===== src/qybc_pkg.sv =====
`timescale 1ns / 1ps
// ----------------------------------------------------------------------------
// qybc_pkg
// Shared constants and types for the quaternion yaw bias corrector.
// ----------------------------------------------------------------------------
package qybc_pkg;

    localparam int QUAT_FRAC_BITS  = 14;
    localparam int ANGLE_FRAC_BITS = 13;
    localparam int CORDIC_STEPS    = 16;

    localparam int DATA_W  = 16;                          // quaternion / angle fields
    localparam int CORD_W  = 34;                          // Q2.30 working width plus headroom
    localparam int ACC_W   = 2 * DATA_W + 1;              // product sum
    localparam int STEP_W  = (CORDIC_STEPS > 1) ? $clog2(CORDIC_STEPS) : 1;
    localparam int ANG_SHIFT = 29 - ANGLE_FRAC_BITS;
    localparam int COS_SHIFT = 30 - QUAT_FRAC_BITS;

    localparam int APB_AW = 3;
    localparam int APB_DW = 32;

    localparam logic [APB_AW-1:0] ADDR_MAX_BIAS = 3'd0;
    localparam logic [APB_AW-1:0] ADDR_CORR_EN  = 3'd4;

    localparam logic OP_BIAS   = 1'b0;
    localparam logic OP_ROTATE = 1'b1;

    localparam logic signed [CORD_W-1:0] CORDIC_GAIN_INV = 34'sd652032874;
    localparam logic signed [CORD_W-1:0] PI_Q30          = 34'sd3373259426;
    localparam logic signed [CORD_W-1:0] HALF_PI_Q30     = 34'sd1686629713;

    localparam logic signed [DATA_W-1:0] Q_ONE = DATA_W'(1 << QUAT_FRAC_BITS);

    typedef logic signed [DATA_W-1:0] sample_t;
    typedef logic signed [CORD_W-1:0] cord_t;

    // atan(2^-i) in Q30
    localparam cord_t ATAN_Q30 [32] = '{
        34'sd843314857, 34'sd497837829, 34'sd263043837, 34'sd133525159,
        34'sd67021687,  34'sd33543516,  34'sd16775851,  34'sd8388437,
        34'sd4194283,   34'sd2097149,   34'sd1048576,   34'sd524288,
        34'sd262144,    34'sd131072,    34'sd65536,     34'sd32768,
        34'sd16384,     34'sd8192,      34'sd4096,      34'sd2048,
        34'sd1024,      34'sd512,       34'sd256,       34'sd128,
        34'sd64,        34'sd32,        34'sd16,        34'sd8,
        34'sd4,         34'sd2,         34'sd1,         34'sd0
    };

endpackage


===== src/quaternion_yaw_bias_corrector_unit.sv =====
`timescale 1ns / 1ps
// ----------------------------------------------------------------------------
// quaternion_yaw_bias_corrector_unit
// Stores a yaw bias as cos/sin of minus half the angle and pre-multiplies
// quaternions by the matching rotation about the world Y axis.
// ----------------------------------------------------------------------------
// A bias update (op 0) with the bias flag set clamps the angle to +-max_bias
// and runs a CORDIC of CORDIC_STEPS micro-rotations, one per cycle, through a
// single shift/add stage, during which the input port is busy; with the flag
// clear it clears the bias. No result is produced. A rotate item (op 1) is
// passed through or corrected by the single 16x16 multiplier forming the eight
// products one per cycle into an accumulator. A result waits in the output
// register until taken; the block stalls before writing the next one.
// Registers: max_bias at 0x0, correction_enable at 0x4, written over APB.
// ----------------------------------------------------------------------------
module quaternion_yaw_bias_corrector_unit
    import qybc_pkg::*;
(
    input  logic                  aclk,
    input  logic                  aresetn,
    // configuration
    input  logic                  psel,
    input  logic                  penable,
    input  logic                  pwrite,
    input  logic [APB_AW-1:0]     paddr,
    input  logic [APB_DW-1:0]     pwdata,
    output logic [APB_DW-1:0]     prdata,
    output logic                  pready,
    // input channel
    input  logic                  s_valid,
    output logic                  s_ready,
    input  logic                  s_op,
    input  logic                  s_bias_flag,
    input  logic signed [15:0]    s_yaw_angle,
    input  logic signed [15:0]    s_quat_w,
    input  logic signed [15:0]    s_quat_x,
    input  logic signed [15:0]    s_quat_y,
    input  logic signed [15:0]    s_quat_z,
    // result channel
    output logic                  m_valid,
    input  logic                  m_ready,
    output logic signed [15:0]    m_out_w,
    output logic signed [15:0]    m_out_x,
    output logic signed [15:0]    m_out_y,
    output logic signed [15:0]    m_out_z,
    output logic                  m_corrected
);

    localparam logic [2:0] ST_IDLE = 3'd0;
    localparam logic [2:0] ST_PREP = 3'd1;
    localparam logic [2:0] ST_CORD = 3'd2;
    localparam logic [2:0] ST_FIN  = 3'd3;
    localparam logic [2:0] ST_MAC  = 3'd4;
    localparam logic [2:0] ST_RND  = 3'd5;
    localparam logic [2:0] ST_OUT  = 3'd6;

    function automatic sample_t rnd_sat(input cord_t v, input int unsigned sh);
        cord_t t;
        t = (v + (cord_t'(1) <<< (sh - 1))) >>> sh;
        if (t > cord_t'(Q_ONE))
            return Q_ONE;
        else if (t < -cord_t'(Q_ONE))
            return -Q_ONE;
        else
            return t[DATA_W-1:0];
    endfunction

    // configuration
    logic [14:0] max_bias_reg;
    logic        corr_en_reg;
    logic        cfg_wr;

    assign pready = 1'b1;
    assign cfg_wr = psel && penable && pwrite;

    always_ff @(posedge aclk) begin
        if (!aresetn) begin
            max_bias_reg <= 15'd1430;
            corr_en_reg  <= 1'b1;
        end else if (cfg_wr) begin
            if (paddr == ADDR_MAX_BIAS) max_bias_reg <= pwdata[14:0];
            if (paddr == ADDR_CORR_EN)  corr_en_reg  <= pwdata[0];
        end
    end

    always_comb begin
        prdata = '0;
        unique case (paddr)
            ADDR_MAX_BIAS: prdata = {17'd0, max_bias_reg};
            ADDR_CORR_EN:  prdata = {31'd0, corr_en_reg};
            default:       prdata = '0;
        endcase
    end

    // state
    logic [2:0]        state_reg, state_next;
    logic              bias_valid_reg;
    sample_t           bias_angle_reg;
    sample_t           half_cos_reg;
    sample_t           half_sin_reg;
    cord_t             x_reg, y_reg, z_reg;
    logic              flip_reg;
    logic [STEP_W-1:0] cnt_reg;
    logic [2:0]        mac_reg;
    logic signed [ACC_W-1:0] acc_reg;
    logic              rnd_pend_reg;
    logic [1:0]        rnd_idx_reg;
    sample_t           q_reg   [4];
    sample_t           res_reg [4];
    logic              corr_reg;

    logic              m_valid_reg;
    sample_t           m_out_reg [4];
    logic              m_corr_reg;

    logic s_fire;
    assign s_ready = (state_reg == ST_IDLE);
    assign s_fire  = s_valid && s_ready;

    // clamp of the incoming angle
    logic signed [16:0] lim, ang_ext, ang_clamped;
    always_comb begin
        lim     = {2'b00, max_bias_reg};
        ang_ext = {s_yaw_angle[15], s_yaw_angle};
        if (ang_ext > lim)
            ang_clamped = lim;
        else if (ang_ext < -lim)
            ang_clamped = -lim;
        else
            ang_clamped = ang_ext;
    end

    // theta = -angle/2 in Q30, folded into +-pi/2 in ST_PREP
    cord_t theta;
    assign theta = -(cord_t'(bias_angle_reg) <<< ANG_SHIFT);

    // shared micro-rotation stage
    cord_t dx, dy, atan_c;
    assign dx     = y_reg >>> cnt_reg;
    assign dy     = x_reg >>> cnt_reg;
    assign atan_c = ATAN_Q30[5'(cnt_reg)];

    cord_t x_fin, y_fin;
    assign x_fin = flip_reg ? -x_reg : x_reg;
    assign y_fin = flip_reg ? -y_reg : y_reg;

    // multiply-accumulate operand selection
    sample_t coef, comp;
    logic    neg;
    logic signed [2*DATA_W-1:0] prod;
    logic signed [ACC_W-1:0]    acc_next;

    always_comb begin
        coef = mac_reg[0] ? half_sin_reg : half_cos_reg;
        comp = q_reg[0];
        neg  = 1'b0;
        case (mac_reg)
            3'd0: comp = q_reg[0];
            3'd1: begin comp = q_reg[2]; neg = 1'b1; end
            3'd2: comp = q_reg[1];
            3'd3: comp = q_reg[3];
            3'd4: comp = q_reg[2];
            3'd5: comp = q_reg[0];
            3'd6: comp = q_reg[3];
            3'd7: begin comp = q_reg[1]; neg = 1'b1; end
            default: comp = q_reg[0];
        endcase
        prod     = coef * comp;
        acc_next = (mac_reg[0] ? acc_reg : '0)
                 + (neg ? -ACC_W'(prod) : ACC_W'(prod));
    end

    logic passthru;
    assign passthru = !bias_valid_reg || (bias_angle_reg == '0) || !corr_en_reg;

    always_comb begin
        state_next = state_reg;
        unique case (state_reg)
            ST_IDLE: if (s_fire) begin
                if (s_op == OP_ROTATE)
                    state_next = passthru ? ST_OUT : ST_MAC;
                else if (s_bias_flag)
                    state_next = ST_PREP;
            end
            ST_PREP: state_next = ST_CORD;
            ST_CORD: if (cnt_reg == STEP_W'(CORDIC_STEPS - 1)) state_next = ST_FIN;
            ST_FIN:  state_next = ST_IDLE;
            ST_MAC:  if (mac_reg == 3'd7) state_next = ST_RND;
            ST_RND:  state_next = ST_OUT;
            ST_OUT:  if (!m_valid_reg || m_ready) state_next = ST_IDLE;
            default: state_next = ST_IDLE;
        endcase
    end

    always_ff @(posedge aclk) begin
        if (!aresetn) begin
            state_reg      <= ST_IDLE;
            bias_valid_reg <= 1'b0;
            bias_angle_reg <= '0;
            half_cos_reg   <= Q_ONE;
            half_sin_reg   <= '0;
            rnd_pend_reg   <= 1'b0;
            m_valid_reg    <= 1'b0;
        end else begin
            state_reg    <= state_next;
            rnd_pend_reg <= (state_reg == ST_MAC) && mac_reg[0];

            if (state_reg == ST_IDLE && s_fire && s_op == OP_BIAS) begin
                if (s_bias_flag) begin
                    bias_valid_reg <= 1'b1;
                    bias_angle_reg <= ang_clamped[15:0];
                end else begin
                    bias_valid_reg <= 1'b0;
                    bias_angle_reg <= '0;
                    half_cos_reg   <= Q_ONE;
                    half_sin_reg   <= '0;
                end
            end

            if (state_reg == ST_FIN) begin
                half_cos_reg <= rnd_sat(x_fin, COS_SHIFT);
                half_sin_reg <= rnd_sat(y_fin, COS_SHIFT);
            end

            if (state_reg == ST_OUT && (!m_valid_reg || m_ready))
                m_valid_reg <= 1'b1;
            else if (m_ready)
                m_valid_reg <= 1'b0;
        end
    end

    // datapath registers
    always_ff @(posedge aclk) begin
        if (state_reg == ST_IDLE && s_fire) begin
            q_reg[0]   <= s_quat_w;
            q_reg[1]   <= s_quat_x;
            q_reg[2]   <= s_quat_y;
            q_reg[3]   <= s_quat_z;
            res_reg[0] <= s_quat_w;
            res_reg[1] <= s_quat_x;
            res_reg[2] <= s_quat_y;
            res_reg[3] <= s_quat_z;
            corr_reg   <= !passthru;
            mac_reg    <= '0;
        end

        if (state_reg == ST_PREP) begin
            x_reg   <= CORDIC_GAIN_INV;
            y_reg   <= '0;
            cnt_reg <= '0;
            if (theta > HALF_PI_Q30) begin
                z_reg    <= theta - PI_Q30;
                flip_reg <= 1'b1;
            end else if (theta < -HALF_PI_Q30) begin
                z_reg    <= theta + PI_Q30;
                flip_reg <= 1'b1;
            end else begin
                z_reg    <= theta;
                flip_reg <= 1'b0;
            end
        end

        if (state_reg == ST_CORD) begin
            cnt_reg <= cnt_reg + 1'b1;
            if (!z_reg[CORD_W-1]) begin
                x_reg <= x_reg - dx;
                y_reg <= y_reg + dy;
                z_reg <= z_reg - atan_c;
            end else begin
                x_reg <= x_reg + dx;
                y_reg <= y_reg - dy;
                z_reg <= z_reg + atan_c;
            end
        end

        if (state_reg == ST_MAC) begin
            acc_reg     <= acc_next;
            mac_reg     <= mac_reg + 1'b1;
            rnd_idx_reg <= mac_reg[2:1];
        end

        // a completed sum is rounded in the cycle after it lands
        if (rnd_pend_reg)
            res_reg[rnd_idx_reg] <= rnd_sat(CORD_W'(acc_reg), QUAT_FRAC_BITS);

        if (state_reg == ST_OUT && (!m_valid_reg || m_ready)) begin
            m_out_reg[0] <= res_reg[0];
            m_out_reg[1] <= res_reg[1];
            m_out_reg[2] <= res_reg[2];
            m_out_reg[3] <= res_reg[3];
            m_corr_reg   <= corr_reg;
        end
    end

    assign m_valid     = m_valid_reg;
    assign m_out_w     = m_out_reg[0];
    assign m_out_x     = m_out_reg[1];
    assign m_out_y     = m_out_reg[2];
    assign m_out_z     = m_out_reg[3];
    assign m_corrected = m_corr_reg;

endmodule


===== config.mk =====
export PLATFORM = sky130hd
export DESIGN_NAME = quaternion_yaw_bias_corrector_unit
export DESIGN_NICKNAME = d
export VERILOG_FILES = /design/src/qybc_pkg.sv /design/src/quaternion_yaw_bias_corrector_unit.sv
export SDC_FILE = /design/constraint.sdc
export NUM_CORES = 2
export LEC_CHECK = 0
export ABC_CLOCK_PERIOD_IN_PS = 18280
export BUFFER_PORTS_ARGS = -buffer_cell sky130_fd_sc_hd__buf_2
export CORE_MARGIN = 8
export CORE_UTILIZATION = 40
export DETAILED_ROUTE_END_ITERATION = 7
export PLACE_DENSITY = 0.63
export SLEW_MARGIN = 10
export SYNTH_ARGS = -nofsm -noshare
export SYNTH_HDL_FRONTEND = slang
export SYNTH_SLANG_ARGS = --single-unit
export TNS_END_PERCENT = 1

===== constraint.sdc =====
create_clock -name aclk -period 18.28 [get_ports aclk]
set_clock_uncertainty 0.05 [all_clocks]
set_input_delay 0.914 -clock aclk [delete_from_list [all_inputs] [get_ports aclk]]
set_output_delay 0.914 -clock aclk [all_outputs]
set_load 0.02 [all_outputs]

==> results.toml <==
[sta]
setup_viol = 0
relSlewSlack = 0.2456
fin_setup_tns_ns = 0
fmax_ghz = 0.07962
hold_ws_ns = 0.3677
rsz0062_at_grt = "no"
min_period_ns = 12.56
worstMarginPinSlew_ns = 1.128
hold_violations = 0
min_period_over_period = 0.6870
fin_ws_ns = 5.721
slew_viol_final = 0

[worst_setup_path]
end_kind = "flip-flop"
crit_path_max_fanout = 30
slowest_delay_ns = 0.84
crit_path_top_delay_cell = "a31oi_1"
critPathArrivalTime_ns = 12.90
worst_path_most_repeated_cell = "fa_1"
critical_path.top_delay_family = "adder cells"
cp.required_ns = 18.63
cp-start-kind = "flip-flop"
setup.worst_path.class = "flip-flop to flip-flop"
path_buf_inv = 6

[placed_design]
gp_congestion = 0.9470
dp_slack_ns = 5.816
place_area_um2 = 44980
portBuffers = 188
dp_hpwl_um = 96600

[route]
viasPerCell = 5.640
drt-wirelength-per-cell_um = 20.22
drt_wl_total_um = 124500
ant_nets = 0
drc_errors = 0
dr_wl_met3_um = 8240
num_vias = 34720
first_pass_iters = 7
maxUsedRoutingLayer = "met5"
route.met2.wl_um = 58530
first_iter_violations = 2534
drt-met1-wl_um = 51740

[cts]
clkSinkCount = 409
cts_max_level = 2
cts_made_buffers = 48
clk_path_buf_depth = 3
ctsHoldBuffers = 0
clock_latency_ns = 0.64
cts_tree = "done"
cts-resized-gates = 0
postCtsSetupBuffers = 0
clk_pin_slew_worst_paths_ns = 0.07
root_buffer = "clkbuf_16"

[logic_synthesis]
ys.warnings.count = 0
synth_top_area_share = 0.2379
netlist_top_cells_area = "edfxtp_1 (24%), fa_1 (12%), ha_1 (7.8%)"
synth_ff_type = "edfxtp_1"
yosysSeqAreaShare = 0.2706
synth.ff_latch_count = 409
synth_area_per_cell_um2 = 9.237
synth_largest_area_cell = "edfxtp_1"
synth-edff-count = 339
async_flop_share = 0
netlist_area_um2 = 42790
synthCells = 4633
synth_cell_types = 103

[floorplan]
dieArea_um2 = 117700
start_util = 0.4014
pin_count = 224
die_y_um = 343.1
dieWidth_um = 343.1
core_region_area_um2 = 106600
rows = 120

[min_path]
hold_path_class = "flip-flop to flip-flop"

[grt]
grt_antenna_before_repair = 5
grt_max_degree = 92
grt_util_all_layers = 0.2065
grt_first_pass_wirelength_um = 194300
grt_pass1_vias = 34150
overflow = 0

[status]
status = "finished clean"

[final_layout]
layout_commonest_cell = "nand2_1"
fill_cells = 10370
num-nets-final = 5367
drive_above_1_share = 0.1038
design_area_um2 = 46690
final_cell_mix = "nand2_1 (434), nor2_1 (425), inv_1 (414), edfxtp_1 (339), o21ai_0 (280)"
area_growth_pct = 9.113

[flow_run]
max_cap_viol_count = 0
worst reg2reg max path, delay by kind of cell, from the launching register on:
kind | cells | cell delay [ns]
AO/OA/AOI/OAI | 9 | 3.26
flip-flops | 1 | 0.40
multiplexers | 1 | 0.42
XOR/XNOR | 2 | 0.33
AND/OR/NAND/NOR | 8 | 2.60
adder cells (fa/ha/maj) | 9 | 4.11
buffers and inverters | 6 | 1.15
through the flow:
step | std cells | util
2_1_floorplan | 4649 | -
3_3_place_gp | 6063 | 0.4219
3_5_place_dp | 6063 | 0.4219
4_1_cts | 6153 | 0.4379
5_1_grt | 6154 | 0.4380
6_report | 6156 | 0.4380
path summary, 6_finish.rpt:
check	startpoint	endpoint	slack, ns	cells past startpoint
max	mac_reg[0]	acc_reg[31]	5.72	35
min	res_reg[2][6]	m_out_reg[2][6]	0.37	0
max reg2reg	mac_reg[0]	acc_reg[31]	5.72	35
min reg2reg	res_reg[2][6]	m_out_reg[2][6]	0.37	0
Yosys cell counts, drive strengths merged (88+ instances only):
cell,number
xor2,143
clkbuf,157
ha,267
nand2,435
a21o,88
o21ai,288
a21oi,266
xnor2,228
nor2,428
inv,417
edfxtp,339
fa,266
layout make-up:
cell class | instances | area [um2] | area share
diodes | 3 | 7.507 | 0.0001608
inverters | 417 | 1565 | 0.03352
clock inverters | 30 | 326.6 | 0.006994
multi-input cells | 3593 | 28740 | 0.6154
repair buffers | 241 | 1339 | 0.02867
clock buffers | 60 | 1384 | 0.02964
flip-flops and latches | 409 | 11580 | 0.2480
well taps | 1403 | 1755 | 0.03759
logic make-up after synthesis:
family,after synthesis,synth area share
buffers and inverters,647,0.06041
DFF,409,0.2706
adders and majority gates,534,0.2027
muxes,196,0.07380
AOI/OAI and AO/OA,1084,0.1638
other,2,0.0001755
xor gates and xnor gates,371,0.07593
and+or+nand+nor,1390,0.1525
layer usage:
| metal | up-vias | global-route usage |
|---|---|---|
| met5 | - | 0 |
| met2 | 1227 | 0.3469 |
| li1 | 16550 | - |
| met1 | 16680 | 0.2652 |
| met4 | 2 | 0.08771 |
| met3 | 257 | 0.02981 |
Power is left out: the tool's default activity adds up to more than one toggle a clock period on the data nets, which glitch-free logic cannot reach.
